$ cat src/rtl/grid_flood_fill_region_keeper_top_assert.svh
// assertion macros for the region keeper
`ifndef GRID_FLOOD_FILL_REGION_KEEPER_TOP_ASSERT_SVH
`define GRID_FLOOD_FILL_REGION_KEEPER_TOP_ASSERT_SVH

// consequent checked in the same cycle
`define GFFRK_ASSERT_SAME(label, ante, cons, msg) \
    label: assert property (@(posedge clk) disable iff (!rst_n) (ante) |-> (cons)) \
        else $error(msg);

// consequent checked in the cycle after the antecedent
`define GFFRK_ASSERT_NEXT(label, ante, cons, msg) \
    label: assert property (@(posedge clk) disable iff (!rst_n) (ante) |=> (cons)) \
        else $error(msg);

`endif

$ cat src/rtl/gffrk_pkg.sv
// shared types and constants of the region keeper
package gffrk_pkg;

    localparam int COORD_W   = 8;
    localparam int CFG_W     = 7;
    localparam int POS_W     = 6;
    localparam int COUNT_W   = 13;
    localparam int CMD_W     = 2;
    localparam int REG_IDX_W = 3;

    localparam logic [COUNT_W-1:0] COUNT_MAX = '1;

    // command codes
    localparam logic [CMD_W-1:0] CMD_WRITE = 2'd0;
    localparam logic [CMD_W-1:0] CMD_FILL  = 2'd1;
    localparam logic [CMD_W-1:0] CMD_READ  = 2'd2;

    // register indexes
    localparam logic [REG_IDX_W-1:0] REG_GRID_WIDTH  = 3'd0;
    localparam logic [REG_IDX_W-1:0] REG_GRID_HEIGHT = 3'd1;
    localparam logic [REG_IDX_W-1:0] REG_SEED_X      = 3'd2;
    localparam logic [REG_IDX_W-1:0] REG_SEED_Y      = 3'd3;

    // register reset values
    localparam logic [CFG_W-1:0] GRID_SIZE_RST = 7'd64;
    localparam logic [POS_W-1:0] SEED_RST      = 6'd32;

    typedef logic [COORD_W-1:0] coord_t;

    // neighbor selection, self used for plain tile checks
    typedef enum logic [2:0] {
        DIR_XP   = 3'd0,
        DIR_XN   = 3'd1,
        DIR_YP   = 3'd2,
        DIR_YN   = 3'd3,
        DIR_SELF = 3'd4
    } dir_t;

    typedef struct packed {
        coord_t nx;
        coord_t ny;
        logic   in_grid;
    } nbr_t;

endpackage

$ cat src/rtl/gffrk_nbr_unit.sv
// shared neighbor step and grid range compare
module gffrk_nbr_unit (
    input  gffrk_pkg::coord_t base_x,
    input  gffrk_pkg::coord_t base_y,
    input  gffrk_pkg::dir_t   dir,
    input  gffrk_pkg::coord_t eff_w,
    input  gffrk_pkg::coord_t eff_h,
    output gffrk_pkg::nbr_t   nbr
);
    import gffrk_pkg::*;

    coord_t nx;
    coord_t ny;

    // step one tile; a step below zero wraps high and fails the range test
    always_comb
    begin
        nx = base_x;
        ny = base_y;
        case (dir)
            DIR_XP: nx = base_x + coord_t'(1);
            DIR_XN: nx = base_x - coord_t'(1);
            DIR_YP: ny = base_y + coord_t'(1);
            DIR_YN: ny = base_y - coord_t'(1);
            default: ;
        endcase
    end

    assign nbr.nx      = nx;
    assign nbr.ny      = ny;
    assign nbr.in_grid = (nx < eff_w) && (ny < eff_h);

endmodule

$ cat config.mk
export PLATFORM = sky130hd
export DESIGN_NAME = gffrk_nbr_unit
export DESIGN_NICKNAME = d
export VERILOG_FILES = /design/src/rtl/grid_flood_fill_region_keeper_top_assert.svh /design/src/rtl/gffrk_pkg.sv /design/src/rtl/gffrk_nbr_unit.sv
export SDC_FILE = /design/constraint.sdc
export NUM_CORES = 1
export LEC_CHECK = 0
export BUFFER_PORTS_ARGS = -buffer_cell sky130_fd_sc_hd__buf_4
export CAP_MARGIN = 0
export CORE_ASPECT_RATIO = 0.5
export CORE_MARGIN = 2
export CORE_UTILIZATION = 40
export DETAILED_ROUTE_END_ITERATION = 8
export GPL_TIMING_DRIVEN = 0
export PLACE_DENSITY = 0.75
export SLEW_MARGIN = 20
export SYNTH_ARGS = -nofsm -noshare
export SYNTH_HDL_FRONTEND = slang
export SYNTH_SLANG_ARGS = --single-unit
$ cat constraint.sdc
create_clock -name vclk -period 8.6
set_clock_uncertainty 0.15 [all_clocks]
set_input_delay 0.43 -clock vclk [all_inputs]
set_output_delay 0.43 -clock vclk [all_outputs]
set_load 0.03 [all_outputs]
==> reports/qor.yml <==
outcome:
  status: "finished, final reports clean"
flow_run:
  maxCapViolations: 0
layout:
  seq_cells: 0
  final_cell_mix: "buf_4, ha_1, o21ai_0, inv_1, nand2_1"
  nClkBuffers: 0
  nets: 268
  layoutNonFillerInstCount: 240
  register_area_sq_um: 0
  area_delta_synth_final_pct: 40.21
  fill_cells: 239
  diodes: 0
  final_common_cell: "buf_4"
  drive_gt1_share_pct: 29.06
power:
  cellPowerDensity_mw_per_mm2: 71.14
  irDropWorstVdd_mv: 0.02389
  seq_power_share_pct: 0
  p_int_mw: 0.04957
  power_switching_mw: 0.05876
  p_total_mw: 0.1083
  leakagePower_nw: 0.8215
  p_clk_share_pct: 0
  combPwrFrac_pct: 100.0
  p_sw_share_pct: 54.24
grt:
  grt_pass1_vias: 1062
  overflow: 0
  grt_use_total_pct: 16.78
  antenna_found_initial: 0
  grt_max_degree: 11
  grt_pass1_wl_um: 4402
placement:
  port-buffer-count: 52
  gp_congestion: 0.8198
  place_inst: 240
  hpwl_um: 2358
worst_setup_path:
  path_max_fanout: 10
  crit_path_start_kind: "input port"
  cp.required_ns: 8.02
  critPathLaunch: "dir[1]"
  end_kind: "output port"
  crit_arrival_ns: 4.36
  critical_path_class: "input port to output port"
sta:
  tns_ns: 0
  post-route-min-period_ns: 4.943
  period_share_pct: 57.47
  tightest_slew_ns: 0.5544
  max_slew_margin_pct: 62.91
  setup_viol: 0
  rsz0062_at_grt: "no"
  fmax_ghz: 0.2023
  hold_viol: 0
  slew_viol_final: 0
logic_synthesis:
  synth_area_leaders: "ha_1, o21ai_0, inv_1, nand2_1, a21oi_1"
  synth_area_sq_mm: 0.001086
  synth_top_area_cell: "ha_1"
  synth_cells: 151
  syn-num-nets: 214
  syn-mean-instance-area_sq_um: 7.192
  post-synth-top-area-fraction_pct: 29.95
  ys_types: 36
  ys.warnings.count: 0
  seq_area_frac_synth_pct: 0
route:
  vias: 1222
  postRouteWirelength_um: 2637
  antenna_left: 0
  via_per_inst: 5.092
  drt_iter0_markers: 23
  dr.pass1.iters: 4
  drc_errors: 0
  wl_per_cell_um: 10.99
floorplanning:
  fp.dieW_um: 77.69
  dieHeight_um: 40.85
  fp.dieArea_sq_mm: 0.003173
  io_pins: 52
  row_count: 13
  coreArea_sq_mm: 0.002586
  start_util_pct: 41.99
hold_path:
  whs_path_depth: 3
  hold_start: "base_y[7]"
  min_path_type: "input port to output port"
clocking:
  cts_hold_buf: 0
  cts-resized-gates: 0
  post_cts_buffers: 0
## worst max-delay path, cell delays in order
cell,delay (ns)
buf_4,0.11
or2_1,0.22
buf_2,0.17
clkbuf_1,0.21
nor2_1,0.46
ha_1,0.38
o21ai_0,0.24
o21bai_1,0.14
a2111oi_2,0.39
a211o_1,0.16
nand4_1,0.12
ha_1,0.34
a211o_1,0.30
a221oi_1,0.21
o311a_1,0.20
o31a_1,0.12
buf_4,0.16
## final cells by class
cell class / instances / area (sq um) / area share, %
Inverter: 17 / 63.81 / 4.191
Timing Repair Buffer: 52 / 390.4 / 25.64
Multi-Input combinational cell: 131 / 1010 / 66.31
Buffer: 3 / 12.51 / 0.8217
Tap cell: 37 / 46.29 / 3.040
## through the flow
stage / util [%] / instance area, sq um / setup WS, ns / hold slack [ns]
finish: 58.88 / 1523 / 3.657 / 1.037
global route: 58.88 / 1523 / 3.343 / 1.054
CTS: 58.88 / 1523 / 3.674 / 1.040
detailed placement: 58.88 / 1523 / 3.678 / 1.038
global placement: 58.88 / 1523 / 3.750 / 1.036
floorplan: - / 1086 / 3.870 / 0.8470
## synthesized netlist by cell type
| master | instances |
|---|---|
| xnor2_2 | 1 |
| nor3_1 | 4 |
| nand2b_1 | 3 |
| a221oi_1 | 1 |
| or2_1 | 1 |
| o21bai_1 | 2 |
| o31ai_1 | 1 |
| o21ai_0 | 19 |
| a21o_1 | 4 |
| a21oi_1 | 12 |
| xor2_1 | 6 |
| nor2_1 | 6 |
| nor4_1 | 1 |
| nand2_1 | 17 |
| nand4_1 | 2 |
| a211oi_1 | 2 |
| a2111oi_2 | 1 |
| inv_1 | 17 |
| xnor2_1 | 5 |
| and3_1 | 1 |
| clkbuf_1 | 2 |
| o21a_1 | 1 |
| ha_1 | 26 |
| o31a_1 | 1 |
| a211o_1 | 2 |
| or3_1 | 1 |
| fa_1 | 2 |
| mux2_2 | 2 |
| o22a_1 | 1 |
| nor2b_1 | 1 |
| o311a_1 | 1 |
| nor4b_1 | 1 |
| a31o_2 | 1 |
| o221a_1 | 1 |
| buf_2 | 1 |
| a211oi_2 | 1 |
## cells by family (layout without fill, tap and decap cells)
logic type	after synthesis	count (layout)	synth area share [%]
AO/OA/AOI/OAI	51	51	30.53
XOR/XNOR	12	12	10.37
adder cells (fa/ha/maj)	28	28	33.64
buffers and inverters	20	72	7.027
multiplexers	2	2	2.074
AND/OR/NAND/NOR	38	38	16.36
## power groups by stage
| stage | logic (mW) | registers [mW] | clock network (mW) |
|---|---|---|---|
| after floorplan | 0.0703 | 0 | 0 |
| after global placement | 0.106 | 0 | 0 |
| after detailed placement | 0.109 | 0 | 0 |
| after CTS | 0.109 | 0 | 0 |
| after global routing | 0.121 | 0 | 0 |
| final | 0.108 | 0 | 0 |
## metal layers
metal / global-route usage, % / routed length, um
met1: 22.16 / 1286
met2: 33.41 / 1297
met3: 0.6608 / 53
met4: 0.8929 / 0
met5: 0 / 0
## path summary, 6_finish.rpt
kind	endpoint	slack, ns
setup / recovery	nbr[0]	3.66
hold / removal	nbr[8]	1.04
(Power assumes the default switching activity.)
